`src/hw/rtl/bc_pkg.sv`:
```
// Shared types, constants and tables for the balance controller.
`default_nettype none
package bc_pkg;

  localparam int CFG_IDX_W  = 3;
  localparam int CFG_DATA_W = 23;

  localparam logic [CFG_IDX_W-1:0] CFG_MAX_SPEED      = 3'd0;
  localparam logic [CFG_IDX_W-1:0] CFG_FUSION_FACTOR  = 3'd1;
  localparam logic [CFG_IDX_W-1:0] CFG_RATE_SMOOTHING = 3'd2;
  localparam logic [CFG_IDX_W-1:0] CFG_TIME_STEP      = 3'd3;
  localparam logic [CFG_IDX_W-1:0] CFG_MAX_DUTY       = 3'd4;

  // Q8.16 constants
  localparam int K_0P2   = 13107;
  localparam int K_0P05  = 3277;
  localparam int K_0P4   = 26214;
  localparam int K_0P04  = 2621;
  localparam int K_0P7   = 45875;
  localparam int K_0P3   = 19661;
  localparam int K_1P2   = 78643;
  localparam int K_ONE   = 65536;
  // 0.07 * 2 (steering Q1.15 to Q8.16) in Q8.16
  localparam int K_STEER = 9176;

  localparam int CORDIC_MAX = 24;
  localparam int XW         = 36;
  localparam int NUMW       = 29;
  localparam int NMATH      = 14;

  localparam logic signed [XW-1:0] PI_Q30 = 36'sd3373259426;

  typedef struct packed {
    logic [22:0] max_speed;
    logic [15:0] fusion_factor;
    logic [15:0] rate_smoothing;
    logic [15:0] time_step;
    logic [14:0] max_duty;
  } cfg_t;

  typedef enum logic [2:0] {
    ST_IDLE, ST_DSET, ST_DIV, ST_CORD, ST_MATH, ST_OUT
  } state_t;

  typedef enum logic [4:0] {
    OP_NONE, OP_LOAD, OP_DSET, OP_DIV, OP_CORDIC,
    OP_ATAN, OP_TILT_A, OP_TILT_B, OP_TILT_C, OP_RATE_A, OP_RATE_B,
    OP_LIM_A, OP_LIM_B, OP_TORQ, OP_STAB_A, OP_STAB_B,
    OP_DRV_A, OP_DRV_B, OP_DRV_C, OP_OUT
  } op_t;

  typedef struct packed {
    op_t        op;
    logic [4:0] idx;
  } cmd_t;

  typedef struct packed {
    logic out_busy;
  } stat_t;

  function automatic op_t math_op(input logic [3:0] i);
    op_t o;
    unique case (i)
      4'd0:    o = OP_ATAN;
      4'd1:    o = OP_TILT_A;
      4'd2:    o = OP_TILT_B;
      4'd3:    o = OP_TILT_C;
      4'd4:    o = OP_RATE_A;
      4'd5:    o = OP_RATE_B;
      4'd6:    o = OP_LIM_A;
      4'd7:    o = OP_LIM_B;
      4'd8:    o = OP_TORQ;
      4'd9:    o = OP_STAB_A;
      4'd10:   o = OP_STAB_B;
      4'd11:   o = OP_DRV_A;
      4'd12:   o = OP_DRV_B;
      4'd13:   o = OP_DRV_C;
      default: o = OP_NONE;
    endcase
    return o;
  endfunction

  // atan(2^-i) in Q2.30
  function automatic logic [29:0] atan_q30(input logic [4:0] i);
    logic [29:0] a;
    unique case (i)
      5'd0:    a = 30'd843314856;
      5'd1:    a = 30'd497837829;
      5'd2:    a = 30'd263043836;
      5'd3:    a = 30'd133525158;
      5'd4:    a = 30'd67021686;
      5'd5:    a = 30'd33543515;
      5'd6:    a = 30'd16775850;
      5'd7:    a = 30'd8388437;
      5'd8:    a = 30'd4194282;
      5'd9:    a = 30'd2097149;
      5'd10:   a = 30'd1048575;
      5'd11:   a = 30'd524287;
      5'd12:   a = 30'd262143;
      5'd13:   a = 30'd131071;
      5'd14:   a = 30'd65535;
      5'd15:   a = 30'd32767;
      5'd16:   a = 30'd16383;
      5'd17:   a = 30'd8191;
      5'd18:   a = 30'd4095;
      5'd19:   a = 30'd2047;
      5'd20:   a = 30'd1023;
      5'd21:   a = 30'd511;
      5'd22:   a = 30'd255;
      5'd23:   a = 30'd127;
      default: a = 30'd0;
    endcase
    return a;
  endfunction

endpackage
`default_nettype wire

```
`src/hw/rtl/bc_ctrl.sv`:
```
// Sequencer for the balance controller: load, divide, CORDIC, arithmetic, output.
`default_nettype none
module bc_ctrl import bc_pkg::*; #(
  parameter int STATE_WIDTH  = 32,
  parameter int CORDIC_STEPS = 16
) (
  input  wire logic  clk,
  input  wire logic  rst_n,
  input  wire logic  in_valid,
  output logic       in_stall,
  input  wire stat_t stat,
  output cmd_t       cmd
);

  localparam int NW    = ((STATE_WIDTH > NUMW) ? STATE_WIDTH : NUMW) + 1;
  localparam int NSTEP = (CORDIC_STEPS > CORDIC_MAX) ? CORDIC_MAX : CORDIC_STEPS;
  localparam int CW    = $clog2(NW);

  state_t        state_r, state_nxt;
  logic [CW-1:0] cnt_r, cnt_nxt;

  always_ff @(posedge clk) begin
    if (!rst_n) begin
      state_r <= ST_IDLE;
      cnt_r   <= '0;
    end else begin
      state_r <= state_nxt;
      cnt_r   <= cnt_nxt;
    end
  end

  always_comb begin
    state_nxt = state_r;
    cnt_nxt   = cnt_r;
    cmd.op    = OP_NONE;
    cmd.idx   = cnt_r[4:0];
    in_stall  = 1'b1;
    unique case (state_r)
      ST_IDLE: begin
        in_stall = 1'b0;
        cnt_nxt  = '0;
        if (in_valid) begin
          cmd.op    = OP_LOAD;
          state_nxt = ST_DSET;
        end
      end
      ST_DSET: begin
        cmd.op    = OP_DSET;
        cnt_nxt   = '0;
        state_nxt = ST_DIV;
      end
      ST_DIV: begin
        cmd.op = OP_DIV;
        if (cnt_r == CW'(NW - 1)) begin
          cnt_nxt   = '0;
          state_nxt = ST_CORD;
        end else begin
          cnt_nxt = cnt_r + 1'b1;
        end
      end
      ST_CORD: begin
        cmd.op = OP_CORDIC;
        if (cnt_r == CW'(NSTEP - 1)) begin
          cnt_nxt   = '0;
          state_nxt = ST_MATH;
        end else begin
          cnt_nxt = cnt_r + 1'b1;
        end
      end
      ST_MATH: begin
        cmd.op = math_op(cnt_r[3:0]);
        if (cnt_r == CW'(NMATH - 1)) begin
          cnt_nxt   = '0;
          state_nxt = ST_OUT;
        end else begin
          cnt_nxt = cnt_r + 1'b1;
        end
      end
      ST_OUT: begin
        if (!stat.out_busy) begin
          cmd.op    = OP_OUT;
          state_nxt = ST_IDLE;
        end
      end
      default: state_nxt = ST_IDLE;
    endcase
  end

endmodule
`default_nettype wire

```
`src/hw/rtl/bc_dp.sv`:
```
// Datapath: CORDIC atan2, restoring divider, shared rounding multiplier, state.
`default_nettype none
module bc_dp import bc_pkg::*; #(
  parameter int STATE_WIDTH = 32
) (
  input  wire logic               clk,
  input  wire logic               rst_n,
  input  wire cmd_t               cmd,
  output stat_t                   stat,
  input  wire cfg_t               cfg,
  input  wire logic signed [15:0] in_steering,
  input  wire logic signed [15:0] in_gyro_rate,
  input  wire logic signed [15:0] in_accel_horizontal,
  input  wire logic signed [15:0] in_accel_vertical,
  output logic                    out_valid,
  input  wire logic               out_stall,
  output logic signed [15:0]      out_left_duty,
  output logic signed [15:0]      out_right_duty
);

  localparam int SW = STATE_WIDTH;
  localparam int MW = SW + 2;
  localparam int PW = SW + 18;
  localparam int WW = SW + 4;
  localparam int NW = ((SW > NUMW) ? SW : NUMW) + 1;

  localparam logic signed [WW-1:0] SMAX = {{(WW-SW+1){1'b0}}, {(SW-1){1'b1}}};
  localparam logic signed [WW-1:0] SMIN = ~SMAX;

  function automatic logic signed [SW-1:0] sat_f(input logic signed [WW-1:0] v);
    logic signed [WW-1:0] r;
    if (v > SMAX) r = SMAX;
    else if (v < SMIN) r = SMIN;
    else r = v;
    return r[SW-1:0];
  endfunction

  // architectural state
  logic signed [SW-1:0] tilt_r, fr_r, stable_r, li_r, dv_r;
  logic signed [SW-1:0] tilt_nxt, fr_nxt, stable_nxt, li_nxt, dv_nxt;
  // working registers
  logic signed [SW-1:0] rate_r, acc_r, a_r, tq5_r, ov_r, torque_r, t12_r;
  logic signed [MW-1:0] sum_r, m_r;
  logic                 ovp_r, zero_r, nsgn_r;
  logic signed [XW-1:0] x_r, y_r, z_r;
  logic [NUMW-1:0]      numa_r;
  logic [SW-1:0]        den_r, rem_r;
  logic [NW-1:0]        nq_r;
  logic                 out_valid_r;
  logic signed [15:0]   left_r, right_r;

  // shared multiplier: round(mv * mc / 2^16), half up
  logic signed [SW-1:0] mv;
  logic [16:0]          mc;
  logic signed [PW-1:0] prod, rsum;

  always_comb begin
    mv = '0;
    mc = '0;
    unique case (cmd.op)
      OP_ATAN:   begin mv = rate_r;   mc = 17'(cfg.time_step); end
      OP_TILT_A: begin mv = acc_r;    mc = 17'(K_ONE) - 17'(cfg.fusion_factor); end
      OP_TILT_B: begin mv = a_r;      mc = 17'(cfg.fusion_factor); end
      OP_TILT_C: begin mv = rate_r;   mc = 17'(cfg.rate_smoothing); end
      OP_RATE_A: begin mv = fr_r;     mc = 17'(K_ONE) - 17'(cfg.rate_smoothing); end
      OP_LIM_A:  begin
        mv = ovp_r ? ov_r : SW'(K_0P04);
        mc = 17'(cfg.time_step);
      end
      OP_LIM_B:  begin mv = fr_r;     mc = 17'(K_0P2); end
      OP_TORQ:   begin mv = ov_r;     mc = 17'(K_0P4); end
      OP_STAB_A: begin mv = li_r;     mc = 17'(K_0P7); end
      OP_STAB_B: begin mv = torque_r; mc = 17'(K_1P2); end
      OP_DRV_B:  begin mv = t12_r;    mc = 17'(cfg.time_step); end
      default:   begin mv = '0;       mc = '0; end
    endcase
  end

  assign prod = mv * $signed({1'b0, mc});
  assign rsum = prod + PW'(32768);

  // load-time values
  logic [16:0]          steer_abs;
  logic signed [16:0]   nav, nah;
  logic signed [XW-1:0] x0, y0;
  logic [SW-1:0]        dv_abs;

  assign steer_abs = in_steering[15] ? 17'(-(17'(in_steering))) : 17'(in_steering);
  assign nav       = -(17'(in_accel_vertical));
  assign nah       = -(17'(in_accel_horizontal));
  assign x0        = XW'(nav) <<< 14;
  assign y0        = XW'(nah) <<< 14;
  assign dv_abs    = dv_r[SW-1] ? SW'(-dv_r) : SW'(dv_r);

  // CORDIC step
  logic signed [XW-1:0] dx, dy, at;
  assign dx = y_r >>> cmd.idx;
  assign dy = x_r >>> cmd.idx;
  assign at = $signed({6'b0, atan_q30(cmd.idx)});

  logic signed [XW-1:0] zr;
  assign zr = z_r + XW'(8192);

  // divider step
  logic [SW:0] dtrial;
  logic        dge;
  assign dtrial = {rem_r, nq_r[NW-1]};
  assign dge    = dtrial >= {1'b0, den_r};

  // speed limiter pre-computation
  logic signed [WW-1:0] over, ovs, d5, dsum;
  assign over = WW'(dv_r) - WW'($signed({1'b0, cfg.max_speed}));
  assign ovs  = over + WW'(K_0P05);
  assign dsum = WW'(tilt_r) - WW'(stable_r);
  assign d5   = (dsum <<< 2) + dsum;

  logic signed [SW-1:0] li_inc;
  assign li_inc = sat_f(WW'(li_r) + WW'(m_r));

  // duty conversion
  logic signed [16:0]   sadj;
  logic signed [WW-1:0] vb, vl, vr, hl, hr, mx;
  logic signed [15:0]   dl, dr;
  assign sadj = nsgn_r ? -(17'(nq_r[15:0])) : 17'(nq_r[15:0]);
  assign vb   = WW'(torque_r) + WW'(dv_r);
  assign vl   = vb + WW'(sadj);
  assign vr   = vb - WW'(sadj);
  assign hl   = (vl + WW'(1)) >>> 1;
  assign hr   = (vr + WW'(1)) >>> 1;
  assign mx   = WW'($signed({1'b0, cfg.max_duty}));

  always_comb begin
    if (hl > mx) dl = mx[15:0];
    else if (hl < -mx) dl = 16'(-mx);
    else dl = hl[15:0];
    if (hr > mx) dr = mx[15:0];
    else if (hr < -mx) dr = 16'(-mx);
    else dr = hr[15:0];
  end

  always_comb begin
    tilt_nxt   = tilt_r;
    fr_nxt     = fr_r;
    stable_nxt = stable_r;
    li_nxt     = li_r;
    dv_nxt     = dv_r;
    unique case (cmd.op)
      OP_TILT_C: tilt_nxt = sat_f(WW'(sum_r) + WW'(m_r));
      OP_RATE_B: fr_nxt   = sat_f(WW'(sum_r) + WW'(m_r));
      OP_LIM_B: begin
        if (ovp_r) begin
          li_nxt = (li_inc > SW'(K_0P4)) ? SW'(K_0P4) : li_inc;
        end else if (li_r > 0) begin
          li_nxt = sat_f(WW'(li_r) - WW'(m_r));
        end
      end
      OP_STAB_B: stable_nxt = sat_f(WW'(sum_r) + WW'(m_r));
      OP_DRV_C:  dv_nxt     = sat_f(WW'(dv_r) + WW'(m_r));
      default: ;
    endcase
  end

  always_ff @(posedge clk) begin
    if (!rst_n) begin
      tilt_r      <= '0;
      fr_r        <= '0;
      stable_r    <= '0;
      li_r        <= '0;
      dv_r        <= '0;
      out_valid_r <= 1'b0;
    end else begin
      tilt_r   <= tilt_nxt;
      fr_r     <= fr_nxt;
      stable_r <= stable_nxt;
      li_r     <= li_nxt;
      dv_r     <= dv_nxt;
      if (cmd.op == OP_OUT) out_valid_r <= 1'b1;
      else if (!out_stall) out_valid_r <= 1'b0;
    end
  end

  always_ff @(posedge clk) begin
    m_r <= rsum[16 +: MW];
    unique case (cmd.op)
      OP_LOAD: begin
        rate_r <= SW'(in_gyro_rate) <<< 4;
        nsgn_r <= in_steering[15];
        numa_r <= NUMW'(steer_abs) * NUMW'(K_STEER);
        den_r  <= dv_abs + SW'(K_0P3);
        zero_r <= (in_accel_horizontal == '0) && (in_accel_vertical == '0);
        if (x0 < 0) begin
          x_r <= -x0;
          y_r <= -y0;
          z_r <= (y0 >= 0) ? PI_Q30 : -PI_Q30;
        end else begin
          x_r <= x0;
          y_r <= y0;
          z_r <= '0;
        end
      end
      OP_DSET: begin
        nq_r  <= NW'(numa_r) + NW'(den_r >> 1);
        rem_r <= '0;
      end
      OP_DIV: begin
        rem_r <= dge ? SW'(dtrial - {1'b0, den_r}) : dtrial[SW-1:0];
        nq_r  <= {nq_r[NW-2:0], dge};
      end
      OP_CORDIC: begin
        if (y_r > 0) begin
          x_r <= x_r + dx;
          y_r <= y_r - dy;
          z_r <= z_r + at;
        end else begin
          x_r <= x_r - dx;
          y_r <= y_r + dy;
          z_r <= z_r - at;
        end
      end
      OP_ATAN:   acc_r <= zero_r ? '0 : SW'(zr >>> 14);
      OP_TILT_A: a_r   <= sat_f(WW'(tilt_r) + WW'(m_r));
      OP_TILT_B: sum_r <= m_r;
      OP_RATE_A: sum_r <= m_r;
      OP_RATE_B: begin
        tq5_r <= sat_f(d5);
        ovp_r <= over > 0;
        if (over > 0) ov_r <= (ovs > WW'(K_0P2)) ? SW'(K_0P2) : ovs[SW-1:0];
        else ov_r <= '0;
      end
      OP_TORQ:   torque_r <= sat_f(WW'(tq5_r) + WW'(m_r));
      OP_STAB_A: sum_r    <= m_r;
      OP_DRV_A:  t12_r    <= sat_f(WW'(m_r));
      OP_OUT: begin
        left_r  <= dl;
        right_r <= dr;
      end
      default: ;
    endcase
  end

  assign stat.out_busy  = out_valid_r && out_stall;
  assign out_valid      = out_valid_r;
  assign out_left_duty  = left_r;
  assign out_right_duty = right_r;

`ifndef SYNTH
  a_li_cap: assert property (@(posedge clk) disable iff (!rst_n)
    li_r <= SW'(K_0P4))
    else $error("limiter integral above cap");
  a_quot_range: assert property (@(posedge clk) disable iff (!rst_n)
    (cmd.op == OP_OUT) |-> (nq_r < NW'(32768)))
    else $error("steering quotient out of range");
  a_cordic_x: assert property (@(posedge clk) disable iff (!rst_n)
    (cmd.op == OP_CORDIC) |-> !x_r[XW-1])
    else $error("CORDIC x went negative");
  a_out_src: assert property (@(posedge clk) disable iff (!rst_n)
    $rose(out_valid_r) |-> $past(cmd.op == OP_OUT))
    else $error("result raised without output step");
`endif

endmodule
`default_nettype wire

```
`src/hw/rtl/balance_controller_step.sv`:
```
// Sequence: load, divider setup, bit-serial steering divide, CORDIC, the
//   arithmetic steps, then output; NW = max(STATE_WIDTH, 29) + 1 divider bits.
// One transaction at a time, paced by the bit-serial steering divider and the
//   one-step-per-cycle CORDIC; the output step waits while a result is stalled.
// Reset (rst_n low, synchronous): filter state zero, registers to defaults,
//   no result pending.
`default_nettype none
module balance_controller_step import bc_pkg::*; #(
  parameter int STATE_WIDTH  = 32,
  parameter int CORDIC_STEPS = 16
) (
  input  wire logic                  clk,
  input  wire logic                  rst_n,
  input  wire logic                  in_valid,
  output logic                       in_stall,
  input  wire logic signed [15:0]    in_steering,
  input  wire logic signed [15:0]    in_gyro_rate,
  input  wire logic signed [15:0]    in_accel_horizontal,
  input  wire logic signed [15:0]    in_accel_vertical,
  output logic                       out_valid,
  input  wire logic                  out_stall,
  output logic signed [15:0]         out_left_duty,
  output logic signed [15:0]         out_right_duty,
  input  wire logic                  cfg_valid,
  output logic                       cfg_ready,
  input  wire logic [CFG_IDX_W-1:0]  cfg_index,
  input  wire logic [CFG_DATA_W-1:0] cfg_data
);

  cfg_t  cfg_r;
  cmd_t  cmd;
  stat_t stat;

  assign cfg_ready = 1'b1;

  always_ff @(posedge clk) begin
    if (!rst_n) begin
      cfg_r.max_speed      <= 23'd32768;
      cfg_r.fusion_factor  <= 16'd64880;
      cfg_r.rate_smoothing <= 16'd58982;
      cfg_r.time_step      <= 16'd655;
      cfg_r.max_duty       <= 15'd31130;
    end else if (cfg_valid && cfg_ready) begin
      unique case (cfg_index)
        CFG_MAX_SPEED:      cfg_r.max_speed      <= cfg_data;
        CFG_FUSION_FACTOR:  cfg_r.fusion_factor  <= cfg_data[15:0];
        CFG_RATE_SMOOTHING: cfg_r.rate_smoothing <= cfg_data[15:0];
        CFG_TIME_STEP:      cfg_r.time_step      <= cfg_data[15:0];
        CFG_MAX_DUTY:       cfg_r.max_duty       <= cfg_data[14:0];
        default: ;
      endcase
    end
  end

  bc_ctrl #(
    .STATE_WIDTH (STATE_WIDTH),
    .CORDIC_STEPS(CORDIC_STEPS)
  ) u_ctrl (
    .clk     (clk),
    .rst_n   (rst_n),
    .in_valid(in_valid),
    .in_stall(in_stall),
    .stat    (stat),
    .cmd     (cmd)
  );

  bc_dp #(
    .STATE_WIDTH(STATE_WIDTH)
  ) u_dp (
    .clk                (clk),
    .rst_n              (rst_n),
    .cmd                (cmd),
    .stat               (stat),
    .cfg                (cfg_r),
    .in_steering        (in_steering),
    .in_gyro_rate       (in_gyro_rate),
    .in_accel_horizontal(in_accel_horizontal),
    .in_accel_vertical  (in_accel_vertical),
    .out_valid          (out_valid),
    .out_stall          (out_stall),
    .out_left_duty      (out_left_duty),
    .out_right_duty     (out_right_duty)
  );

endmodule
`default_nettype wire
```
`config.mk`:
```
export PLATFORM = sky130hd
export DESIGN_NAME = balance_controller_step
export DESIGN_NICKNAME = d
export VERILOG_FILES = /design/src/hw/rtl/bc_pkg.sv /design/src/hw/rtl/bc_ctrl.sv /design/src/hw/rtl/bc_dp.sv /design/src/hw/rtl/balance_controller_step.sv
export SDC_FILE = /design/constraint.sdc
export NUM_CORES = 2
export LEC_CHECK = 0
export BUFFER_PORTS_ARGS = -buffer_cell sky130_fd_sc_hd__buf_2
export CAP_MARGIN = 15
export CORE_MARGIN = 2
export CORE_UTILIZATION = 35
export CTS_CLUSTER_DIAMETER = 150
export DETAILED_ROUTE_END_ITERATION = 6
export GPL_TIMING_DRIVEN = 0
export SLEW_MARGIN = 20
export SYNTH_ARGS = -nofsm -noshare
export SYNTH_HDL_FRONTEND = slang
export SYNTH_SLANG_ARGS = --single-unit
```
`constraint.sdc`:
```
create_clock -name clk -period 33.1 [get_ports clk]
set_clock_uncertainty 0.15 [all_clocks]
set_input_delay 0 -clock clk [delete_from_list [all_inputs] [get_ports clk]]
set_output_delay 0 -clock clk [all_outputs]
set_load 0.01 [all_outputs]
```
==> results_dict.tcl <==
set metrics [dict create \
    synth_edf_count 498 \
    rsz0062_at_grt "no" \
    cap_violations 0 \
    path_delay_family "compound AO/OA/AOI/OAI gates" \
    final_antenna_net_count 0 \
    yosysSeqAreaShare_pct 22.7 \
    total_power_mw 8.05 \
    startpoint_type "flip-flop" \
    fmax_mhz 61.4 \
    syn_to_final_growth_pct 11.8 \
    synth-seq-cells 823 \
    postCtsSetupRepairBufs 0 \
    finalSetupViolCount 0 \
    cellPowerDensity_mw_per_mm2 76.1 \
    ioPinCount 130 \
    root_buffer "clkbuf_16" \
    cts_htree_levels 3 \
    core-area_mm2 0.268 \
    post_drt_wl_per_cell_um 21.8 \
    crit_path_max_incr_delay_ps 1010 \
    initial_core_util_pct 35.3 \
    dr.first_iter.drc_count 7863 \
    drive_gt1_share_pct 5.27 \
    end_kind "flip-flop" \
    synth_top_area_share_pct 15.8 \
    path_clk_slew_ps 60 \
    cts-buffers-inserted 99 \
    worst_slew_pin_slew_ps 1310 \
    cts_tree "done" \
    p_leak_nw 45.3 \
    status "finished clean" \
    die_area_mm2 0.275 \
    die_h_um 524 \
    hold_class "primary input to flip-flop" \
    io_buffers 125 \
    path_common_cell "fa_1" \
    post-route-drc-count 0 \
    cp_data_required_time_ps 33570 \
    finalCritPeriodShare_pct 49.2 \
    clkSinkCount 823 \
    yosysWarnings 0 \
    antenna_found_initial 12 \
    clkLatencyLatePin_ps 760 \
    startpoint "u_dp.out_valid$_SDFFE_PN0P_" \
    synthCells 11200 \
    synth_most_common_cell "inv_1" \
    synth_top_area_cell "edfxtp_1" \
    grt_pass1_vias 80700 \
    num-nets-final 13200 \
    routabilityCongestion 1.01 \
    cp_num_buf_inv 5 \
    post-route-min-period_ps 16290 \
    yosys-top-cells-count "inv_1, nor2_1, nand2_1" \
    grt_pass1_wl_mm 499 \
    syn-cell-area_mm2 0.0946 \
    hp-start "in_gyro_rate[0]" \
    viasPerCell 5.49 \
    synth_ff_type "edfxtp_1" \
    crit_path_top_delay_cell "a221oi_1" \
    path_max_fanout 10 \
    rows 190 \
    first_pass_iters 6 \
    track_usage_pct 23.8 \
    critical_path_class "flip-flop to flip-flop" \
    synth_area_leaders "edfxtp_1, fa_1, ha_1" \
    die_x_um 524 \
    fin_tns_setup_ps 0 \
    hold_viol_final 0 \
    synth_cell_type_count 110 \
    worst_ep_arrival_time_ps 16760 \
    r2r-start "u_dp.out_valid$_SDFFE_PN0P_" \
    grt_max_degree 42 \
    hpwl_mm 270 \
    async_reset_ff_share_pct 0 \
    clockBufferDepth 3 \
    grt-ovfl-total 0 \
    vias 83900 \
    wirelength_mm 333 \
    syn_area_per_cell_um2 8.48 \
    vdd_drop_max_mv 0.0851 \
    drv_slew 0 \
    relSlewSlack_pct 12.7 \
]
[stage by stage]
step | hold slack [ps] | setup WS [ps] | utilization, % | instances | area (um^2)
floorplan | -51.1 | 21510 | - | 11200 | 94700
global placement | 27.7 | 17010 | 37.2 | 14900 | 99800
detailed placement | 28.6 | 17150 | 37.4 | 14900 | 100000
CTS | 0.218 | 17110 | 39.4 | 15300 | 106000
global route | 37.8 | 16240 | 39.4 | 15300 | 106000
finish | 50.6 | 16810 | 39.4 | 15300 | 106000
[power breakdown]
group	switching [mW]	internal, mW
Sequential	0.231	1.42
Clock	0.498	0.659
Combinational	3.09	2.15
Total	3.82	4.23
[cells in the final DEF (no fill, tap or decap), types with 325 or more instances in the layout]
cell / instances
o21ai_0: 667
edfxtp_1: 498
dfxtp_1: 325
nor2_1: 1070
ha_1: 901
xnor2_1: 553
nand2_1: 1035
clkbuf_1: 414
fa_1: 606
a21oi_1: 810
inv_1: 1209
[flip-flops by register name, indices dropped and copies added (netlist names), 22 cells and up, named ones only]
signal	flops
u_dp.acc_r	22
u_dp.dv_r	32
u_dp.rem_r	32
u_dp.fr_r	32
cfg_r	86
u_dp.stable_r	32
u_dp.x_r	36
u_dp.m_r	34
u_dp.li_r	32
u_dp.y_r	36
u_dp.a_r	32
u_dp.z_r	36
u_dp.ov_r	32
u_dp.tilt_r	32
u_dp.nq_r	33
u_dp.tq5_r	32
u_dp.den_r	32
u_dp.sum_r	34
u_dp.numa_r	26
u_dp.torque_r	32
u_dp.at	30
u_dp.t12_r	32
[cell type report]
| class | count | area, um^2 |
|---|---|---|
| Sequential cell | 823 | 21500 |
| Clock inverter | 60 | 671 |
| Timing Repair Buffer | 347 | 3070 |
| Buffer | 465 | 1800 |
| Antenna cell | 6 | 15.0 |
| Clock buffer | 124 | 2720 |
| Inverter | 1216 | 4560 |
| Multi-Input combinational cell | 8681 | 67100 |
| Fill cell | 27200 | 163000 |
| Tap cell | 3552 | 4440 |
[final timing paths]
| kind | to | slack (ps) | cells past startpoint |
|---|---|---|---|
| setup / recovery | u_dp.m_r[33]$_DFF_P_ | 16810 | 43 |
| setup reg to reg | u_dp.m_r[33]$_DFF_P_ | 16810 | 43 |
| hold / removal | u_dp.rate_r[4]$_DFFE_PP_ | 50 | 2 |
| hold reg to reg | cfg_r[75]$_SDFFE_PN0P_ | 310 | 2 |
[layer usage]
layer | routed length, um | track usage (%) | vias to the layer above
met1 | 141000 | 31.6 | 40300
met2 | 147000 | 37.6 | 3169
met5 | 34 | 0 | -
li1 | - | - | 39700
met3 | 25600 | 3.62 | 633
met4 | 19100 | 11.7 | 6
[cells by family after synthesis]
family / Yosys count / share of synthesized area, %
simple gates: 3375 / 16.4
compound gates: 2681 / 17.9
buf+inv: 1681 / 6.71
fa+ha+maj: 1510 / 24.8
xor+xnor: 844 / 7.81
flops: 823 / 22.7
mux: 247 / 3.75
other cells: 2 / 0.00794
[what timing repair did]
action / 4_1_cts / 5_1_grt
hold buffers: 188 / 0
gates resized for setup: 0 / 0
endpoints found under the hold margin: 193 / 0
Note: power is estimated with default switching activity, not from simulation.
